<file path="src/gb2d_pkg.sv">
// ----------------------------------------------------------------------------
// gb2d_pkg
// Shared types and register codes for the 2D Gaussian blur core.
// ----------------------------------------------------------------------------
`default_nettype none

package gb2d_pkg;

    // configuration register indexes
    localparam logic [2:0] CFG_KSIZE  = 3'd0;
    localparam logic [2:0] CFG_WIDTH  = 3'd1;
    localparam logic [2:0] CFG_HEIGHT = 3'd2;
    localparam logic [2:0] CFG_COLOR  = 3'd3;
    localparam logic [2:0] CFG_TAPS0  = 3'd4;
    localparam logic [2:0] CFG_TAPS1  = 3'd5;
    localparam logic [2:0] CFG_TAPS2  = 3'd6;
    localparam logic [2:0] CFG_TAPS3  = 3'd7;

    // item kind codes
    localparam logic KIND_PIXEL = 1'b0;
    localparam logic KIND_FLUSH = 1'b1;

    // controller to datapath
    typedef struct packed {
        logic accept;   // input item taken
        logic start;    // begin window walk
        logic step;     // issue one window tap
        logic load;     // move result into output register
    } t_cmd;

    // datapath to controller
    typedef struct packed {
        logic go;       // an output is owed and its window is complete
        logic last_tap; // walk is on the final tap
    } t_sts;

endpackage

`default_nettype wire

</file>
<file path="src/gb2d_ctrl.sv">
// ----------------------------------------------------------------------------
// gb2d_ctrl
// Sequencer: accepts an item, walks the window, drains and hands off result.
// ----------------------------------------------------------------------------
`default_nettype none

module gb2d_ctrl (
    input  wire logic            i_clk,
    input  wire logic            i_rst_n,
    input  wire logic            i_in_valid,
    output logic                 o_in_ready,
    output logic                 o_out_valid,
    input  wire logic            i_out_ready,
    input  wire gb2d_pkg::t_sts  i_sts,
    output gb2d_pkg::t_cmd       o_cmd
);

    typedef enum logic [2:0] {
        S_IDLE, S_CHECK, S_RUN, S_DRAIN1, S_DRAIN2, S_LOAD
    } t_state;

    t_state r_state, n_state;
    logic   r_ovalid, n_ovalid;

    assign o_in_ready  = (r_state == S_IDLE);
    assign o_out_valid = r_ovalid;

    // next state and commands
    always_comb begin
        n_state  = r_state;
        n_ovalid = r_ovalid;
        o_cmd    = '0;
        if (r_ovalid && i_out_ready) begin
            n_ovalid = 1'b0;
        end
        case (r_state)
            S_IDLE: begin
                if (i_in_valid) begin
                    o_cmd.accept = 1'b1;
                    n_state      = S_CHECK;
                end
            end
            S_CHECK: begin
                if (i_sts.go) begin
                    o_cmd.start = 1'b1;
                    n_state     = S_RUN;
                end else begin
                    n_state = S_IDLE;
                end
            end
            S_RUN: begin
                o_cmd.step = 1'b1;
                if (i_sts.last_tap) begin
                    n_state = S_DRAIN1;
                end
            end
            S_DRAIN1: n_state = S_DRAIN2;
            S_DRAIN2: n_state = S_LOAD;
            S_LOAD: begin
                if (!r_ovalid || i_out_ready) begin
                    o_cmd.load = 1'b1;
                    n_ovalid   = 1'b1;
                    n_state    = S_IDLE;
                end
            end
            default: n_state = S_IDLE;
        endcase
    end

    // state and output valid
    always_ff @(posedge i_clk) begin
        if (!i_rst_n) begin
            r_state  <= S_IDLE;
            r_ovalid <= 1'b0;
        end else begin
            r_state  <= n_state;
            r_ovalid <= n_ovalid;
        end
    end

endmodule

`default_nettype wire

</file>
<file path="config.mk">
export PLATFORM = sky130hd
export DESIGN_NAME = gb2d_ctrl
export DESIGN_NICKNAME = d
export VERILOG_FILES = /design/src/gb2d_pkg.sv /design/src/gb2d_ctrl.sv
export SDC_FILE = /design/constraint.sdc
export NUM_CORES = 1
export LEC_CHECK = 0
export BUFFER_PORTS_ARGS = -buffer_cell sky130_fd_sc_hd__buf_2
export CORE_AREA = 2 2 39 41
export DETAILED_ROUTE_END_ITERATION = 16
export DIE_AREA = 0 0 41 43
export HOLD_SLACK_MARGIN = 0.06
export RECOVER_POWER = 25
export SYNTH_ARGS = -nofsm -noshare
export SYNTH_HDL_FRONTEND = slang
export SYNTH_SLANG_ARGS = --single-unit
export TNS_END_PERCENT = 50
</file>
<file path="constraint.sdc">
create_clock -name i_clk -period 1.3 [get_ports i_clk]
set_clock_uncertainty 0.05 [all_clocks]
set_input_delay 0 -clock i_clk [delete_from_list [all_inputs] [get_ports i_clk]]
set_output_delay 0 -clock i_clk [all_outputs]
set_load 0.05 [all_outputs]
</file>
==> impl_results.rst, run 1 <==
.. list-table::
   :header-rows: 1

   * - Metric
     - Value
   * - Number of antenna violations at the first check in global routing
     - 0
   * - Cells taking the most area after synthesis
     - dfxtp_1, o21a_1, nand2b_1
   * - Buffer and inverter count on the worst path
     - 1
   * - Final Wtd Congestion
     - 0.618
   * - Count of pins on the block boundary
     - 12
   * - First-pass iteration count of the detailed router
     - 2
   * - Power density of the placed cells
     - 1050 nW/um^2
   * - Logic depth of the worst register-to-register path
     - 2
   * - Number of setup buffers added after CTS
     - 0
   * - Shortest period the worst path allows
     - 1.22 ns
   * - Largest incremental delay on the critical path
     - 0.42 ns
   * - Maximum vdd drop
     - 0.000259 V
   * - Root Buffer Master
     - clkbuf_4
   * - Share of post-route cells with drive strength above 1
     - 0.605
   * - Cell depth of the worst min-delay path
     - 4
   * - Width of the chip
     - 41 microns
   * - Crit path max-delay cell type
     - dfxtp_2
   * - Unrepaired setup endpoints after global routing
     - no
   * - Row Count
     - 14
   * - Worst Path Class, Setup
     - reg2out
   * - Number of hold violations in the final report
     - 0
   * - Count of H-tree levels built during CTS
     - 1
   * - Yosys warnings
     - 0
   * - Non-filler cells in the finished layout
     - 54
   * - Post-synthesis async set-or-reset flop share
     - 0
   * - Number of nets with antenna violations after detailed routing
     - 0
   * - Tightest Pin Transition
     - 0.590 ns
   * - Min setup slack post-route
     - 0.0776 ns
   * - Largest net degree at the start of global routing
     - 9
   * - Cell class contributing the biggest share of worst-path delay
     - flip-flops
   * - Number of synthesized flops with an enable pin
     - 0
   * - Cell with the most instances after synthesis
     - dfxtp_1
   * - Total overflow reported by the global router
     - 0
   * - Top_reg_cell synth
     - dfxtp_1
   * - Max Cap Violations
     - 0
   * - Period Utilization, post-route
     - 0.940
   * - Kind of end point of the critical path
     - output pin
   * - Vertical die dimension
     - 43 microns
   * - Clock slew at the register clock pins of the worst setup and hold paths
     - 0.04 ns
   * - Synth Register Bits
     - 4
   * - Total clock sinks
     - 4
   * - Sequential area share after synthesis
     - 0.381
   * - Mapped cell area
     - 210 sq um
   * - Pre-CTS setup slack
     - 0.138 ns
   * - Critical path fanouts, max
     - 8
   * - Mean routed wirelength per cell
     - 9.22 microns
   * - Number of diodes added for antenna fixing
     - 0
   * - Synthesized net count
     - 28
   * - Total core area
     - 1380 sq um
   * - List of cells traversed by the critical path
     - nor3b_4, buf_2
   * - Clock network latency to the later pin of the worst-skew pair
     - 0.23 ns
   * - Via density
     - 3.93
   * - DP Cell Count
     - 49
   * - Total wire length
     - 498 microns
   * - Final cell area excluding filler cells
     - 360 sq um
   * - Leading cell types by count after synthesis
     - dfxtp_1, nand2b_1, o21a_1
   * - Max-slew violation total from the final report
     - 0
   * - Area grow syn2layout
     - 71.4%
   * - Setup Viol. Count Final
     - 0
   * - Headroom to the max-slew limit
     - 0.608
   * - CTS max path bufs
     - 2
   * - Instance count on the critical path
     - 2
   * - Die Outline Area
     - 1760 sq um
   * - Number of distinct standard cells referenced by the synthesized netlist
     - 13
   * - Arrival time reported for the critical path endpoint
     - 1.17 ns
   * - TritonCTS clock tree
     - yes
   * - Gr usage total
     - 0.0713
   * - Number of nets in the layout
     - 46
   * - Number of clock buffers inserted by TritonCTS
     - 3
   * - PortBufs
     - 11
   * - Initial standard-cell utilization of the core
     - 0.152
   * - Critical path required time
     - 1.25 ns
   * - PnR Total Power
     - 0.379 mW
   * - Cell count after synthesis
     - 22
   * - Peak Freq
     - 818 MHz
   * - Portion of synthesized cell area occupied by the leading cell type
     - 0.381
   * - Vias after detailed routing
     - 212
   * - Number of global-route vias before repair
     - 215
   * - Cell type with the highest aggregate area in the netlist
     - dfxtp_1
   * - Class of the tightest hold or removal check
     - in2reg
   * - Status
     - finished, final reports clean
   * - Startpoint type of the worst setup path
     - flop
   * - Leak
     - 0.147 nW
   * - First-pass GRT wire length
     - 800 microns
   * - Post-synthesis area per instance
     - 9.55 sq um
   * - Placed Area
     - 313 sq um
   * - Number of DRC markers after the initial detailed-route iteration
     - 2
   * - Detailed-route DRC error count
     - 0
## repair_timing
item                       CTS  global route
hold endpoints to repair     4             0
hold buffers                 2             0
resized for setup            3             1
pin swaps                    0             0
setup endpoints to repair    4             1
## logic make-up after synthesis
| group | after synthesis | synth area share |
|---|---|---|
| AO/OA/AOI/OAI | 6 | 0.190 |
| AND/OR/NAND/NOR | 12 | 0.429 |
| flip-flops | 4 | 0.381 |
## sequential cells by signal, summed over array words and instances (netlist names)
name,cells
r_state,3
o_out_valid,1
## tightest hold or removal path, stage by stage
cell	delay, ns
buf_2	0.08
nand2b_1	0.05
a21oi_1	0.11
o21a_1	0.12
## stage by stage
stage,TNS [ns],hold slack (ns),utilization
3_5_place_dp,0,0.215,0.226
5_1_grt,0,0.144,0.260
4_1_cts,0,0.103,0.259
6_report,0,0.107,0.260
2_1_floorplan,-0.0602,0.0675,-
3_3_place_gp,0,0.209,0.226
## layer usage
metal / global-route usage / vias to the layer above / part of all wire
met3: 0.0314 / 0 / 0.016
li1: - / 112 / -
met4: 0.0800 / 0 / 0
met5: 0 / - / 0
met1: 0.0740 / 98 / 0.34
met2: 0.0938 / 2 / 0.64
## cell usage in the layout (no fill, tap or decap), types with 2 or more instances in the layout
cell / n
buf_2: 9
nand2b_1: 3
o21a_1: 3
a21oi_1: 2
dfxtp_2: 3
nor3_4: 2
nand3b_1: 2
clkbuf_4: 4
dlygate4sd3_1: 2
## where the power goes
| part | leakage [nW] | switching [mW] | internal (mW) | total [mW] |
|---|---|---|---|---|
| registers | 0.0338 | 0.0135 | 0.130 | 0.143 |
| clock network | 0.0138 | 0.0454 | 0.103 | 0.148 |
| logic | 0.0989 | 0.0533 | 0.0347 | 0.0880 |
| total | 0.147 | 0.112 | 0.267 | 0.379 |
## path summary, 6_finish.rpt
path,from,end,slack [ns]
worst max register to register,r_state[2],r_state[2],0.31
worst min register to register,o_out_valid,o_out_valid,0.48
worst max-delay path,r_state[1],o_cmd[1],0.08
worst min-delay path,i_in_valid,r_state[0],0.11
## area by class of cell
cell class                 count  area [sq um]
tap                           16          20.0
timing repair buffer          13          76.3
multi-input combinational     18           158
clock buffer                   3          22.5
fill                         165          1020
sequential                     4          83.8
No activity file was read; power rests on OpenSTA's default activity.
==> run 2, diff against run 1 <==
--- a/config.mk
+++ b/config.mk
@@ -10,7 +10,9 @@
 export DETAILED_ROUTE_END_ITERATION = 16
 export DIE_AREA = 0 0 41 43
 export HOLD_SLACK_MARGIN = 0.06
+export PLACE_DENSITY = 0.45
 export RECOVER_POWER = 25
+export SKIP_LAST_GASP = 1
 export SYNTH_ARGS = -nofsm -noshare
 export SYNTH_HDL_FRONTEND = slang
 export SYNTH_SLANG_ARGS = --single-unit
==> impl_results.rst, run 2 (synthesis results as in run 1) <==
.. list-table::
   :header-rows: 1

   * - Metric
     - Value
   * - PortBufs
     - 11 (unchanged)
   * - Final Wtd Congestion
     - 0.678 (+9.8%)
   * - Total overflow reported by the global router
     - 0 (unchanged)
   * - Clock network latency to the later pin of the worst-skew pair
     - 0.23 ns (about the same)
   * - Gr usage total
     - 0.0714 (+0.0000716)
   * - Root Buffer Master
     - clkbuf_4
   * - Number of diodes added for antenna fixing
     - 0 (unchanged)
   * - Share of post-route cells with drive strength above 1
     - 0.615 (+0.0101)
   * - DP Cell Count
     - 50 (+2.0%)
   * - Total core area
     - 1380 sq um (unchanged)
   * - Max-slew violation total from the final report
     - 0 (unchanged)
   * - Flip-flop count of the largest register, all copies and words added
     - 3 (unchanged)
   * - Most used cells in the layout excluding fill and tap cells
     - clkbuf_4, buf_2, nand2b_1, o21a_1, dfxtp_2
   * - Shortest period the worst path allows
     - 1.21 ns (-0.0151 ns)
   * - Number of antenna violations at the first check in global routing
     - 0 (unchanged)
   * - Kind of end point of the critical path
     - output pin
   * - Number of nets with antenna violations after detailed routing
     - 0 (unchanged)
   * - Launch point of the critical path
     - r_state[1]
   * - Power density of the placed cells
     - 1030 nW/um^2 (-2.1%)
   * - Class of the tightest hold or removal check
     - in2reg
   * - Top reg by flops
     - r_state
   * - Vias after detailed routing
     - 213 (+0.47%)
   * - Number of global-route vias before repair
     - 210 (-2.3%)
   * - Setup Total Neg Slack
     - 0 ns (unchanged)
   * - Initial standard-cell utilization of the core
     - 0.152 (unchanged)
   * - Pre-CTS setup slack
     - 0.196 ns (+0.0588 ns)
   * - Number of setup buffers added after CTS
     - 0 (unchanged)
   * - Max Cap Violations
     - 0 (unchanged)
   * - Status
     - finished, final reports clean
   * - Via density
     - 3.87 (-1.4%)
   * - Count of H-tree levels built during CTS
     - 1 (unchanged)
   * - Number of hold violations in the final report
     - 0 (unchanged)
   * - Clock slew at the register clock pins of the worst setup and hold paths
     - 0.04 ns (about the same)
   * - Largest incremental delay on the critical path
     - 0.36 ns (-0.06 ns)
   * - Total wire length
     - 515 microns (+3.4%)
   * - Met3 demand-to-capacity share in global routing
     - 0.0628 (+0.0314)
   * - Worst R2R Start
     - r_state[1]
   * - Headroom to the max-slew limit
     - 0.611 (+0.00283)
   * - Number of nets in the layout
     - 47 (+2.2%)
   * - Net load switching power
     - 0.116 mW (+3.3%)
   * - Critical path required time
     - 1.25 ns (about the same)
   * - Share of power burned in combinational logic
     - 0.240 (+0.008)
   * - Min setup slack post-route
     - 0.0928 ns (+0.0151 ns)
   * - Routing usage on met2
     - 0.0844 (-0.00937)
   * - Maximum vdd drop
     - 0.000629 V (+140%)
   * - Arrival time reported for the critical path endpoint
     - 1.16 ns (about the same)
   * - Detailed-route DRC error count
     - 0 (unchanged)
   * - Count of pins on the block boundary
     - 12 (unchanged)
   * - Period Utilization, post-route
     - 0.929 (-0.0116)
   * - List of cells traversed by the critical path
     - nand3b_1, nor2b_2, clkbuf_4
   * - Power share of the clock group
     - 0.392 (about the same)
   * - Share of power burned in registers
     - 0.367 (-0.010)
   * - Width of the chip
     - 41 microns (unchanged)
   * - Tightest Pin Transition
     - 0.586 ns (-0.00426 ns)
   * - TritonCTS clock tree
     - yes
   * - Row Count
     - 14 (unchanged)
   * - Met1 track demand over resource in global routing
     - 0.103 (+0.0293)
   * - Crit path max-delay cell type
     - dfxtp_2
   * - Total clock sinks
     - 4 (unchanged)
   * - Number of clock buffers inserted by TritonCTS
     - 3 (unchanged)
   * - Vertical die dimension
     - 43 microns (unchanged)
   * - First-pass GRT wire length
     - 841 microns (+5.1%)
   * - Critical path fanouts, max
     - 8 (unchanged)
   * - Worst Path Class, Setup
     - reg2out
   * - Area grow syn2layout
     - 78.6%
   * - Number of DRC markers after the initial detailed-route iteration
     - 1 (-1)
   * - CTS max path bufs
     - 2 (unchanged)
   * - Peak Freq
     - 828 MHz (+1.3%)
   * - PnR Total Power
     - 0.387 mW (+2.0%)
   * - Mean routed wirelength per cell
     - 9.36 microns (+1.5%)
   * - Leak
     - 0.152 nW (+3.6%)
   * - Internal power of the cells
     - 0.271 mW (+1.5%)
   * - Setup Viol. Count Final
     - 0 (unchanged)
   * - Switching Fraction
     - 0.299 (+0.00376)
   * - Non-filler cells in the finished layout
     - 55 (+1.9%)
   * - Die Outline Area
     - 1760 sq um (unchanged)
   * - Largest net degree at the start of global routing
     - 9 (unchanged)
   * - Startpoint type of the worst setup path
     - flop
   * - Global routing's busiest layer
     - met1
   * - Post-DP HPWL
     - 397 microns
   * - First-pass iteration count of the detailed router
     - 3 (+1)
   * - Unrepaired setup endpoints after global routing
     - yes
   * - Start point of the worst min-delay path
     - i_in_valid
[run 2: cell count changes in the layout (fill, tap and decap cells not counted), sizes merged]
cell / change
clkbuf: +2
buf: -1
[run 2: cell type report]
cell class	instances	area [sq um]
clock buffers	3	22.5
fillers	147	1010
multi-input cells	18	158
flip-flops and latches	4	83.8
well taps	16	20.0
repair buffers	14	91.3
[run 2: path summary, 6_finish.rpt]
kind / slack, ns / to / cells past startpoint
worst max register to register: 0.35 / r_state[2] / 3
worst min-delay path: 0.14 / r_state[0] / 4
worst max-delay path: 0.09 / o_cmd[0] / 3
worst min register to register: 0.49 / o_out_valid / 2
[run 2: what timing repair did]
item / in CTS / in global routing
gates resized for setup: 3 / 4
hold buffers: 2 / 0
endpoints found under the setup margin: 4 / 4
pin swaps: 0 / 0
gates cloned: 0 / 0
hold endpoints to repair: 4 / 0
[run 2: metrics by stage]
stage,hold slack (ns),util,instance area (sq um)
floorplan,0.0675,-,238
global placement,0.216,0.231,320
detailed placement,0.227,0.231,320
CTS,0.129,0.266,368
global route,0.153,0.271,375
finish,0.137,0.271,375
[run 2: worst max-delay path, delay by kind of cell, from the launching register on]
kind	cells	cell delay, ns
simple gates	2	0.33
buf+inv	1	0.23
flops	1	0.36
[run 2: per-layer routing]
| layer | part of all wire | vias to the layer above |
|---|---|---|
| met4 | 0 | 0 |
| li1 | - | 115 |
| met2 | 0.36 | 12 |
| met1 | 0.52 | 86 |
| met3 | 0.12 | 0 |
| met5 | 0 | - |
[run 2: power groups by stage]
| stage | combinational [mW] | sequential, mW | clock (mW) |
|---|---|---|---|
| 5_1_grt | 0.101 | 0.143 | 0.171 |
| 3_5_place_dp | 0.0861 | 0.143 | 0 |
| 4_1_cts | 0.0918 | 0.142 | 0.161 |
| 2_1_floorplan | 0.0639 | 0.142 | 0 |
| 3_3_place_gp | 0.0860 | 0.143 | 0 |
| 6_report | 0.0930 | 0.142 | 0.152 |
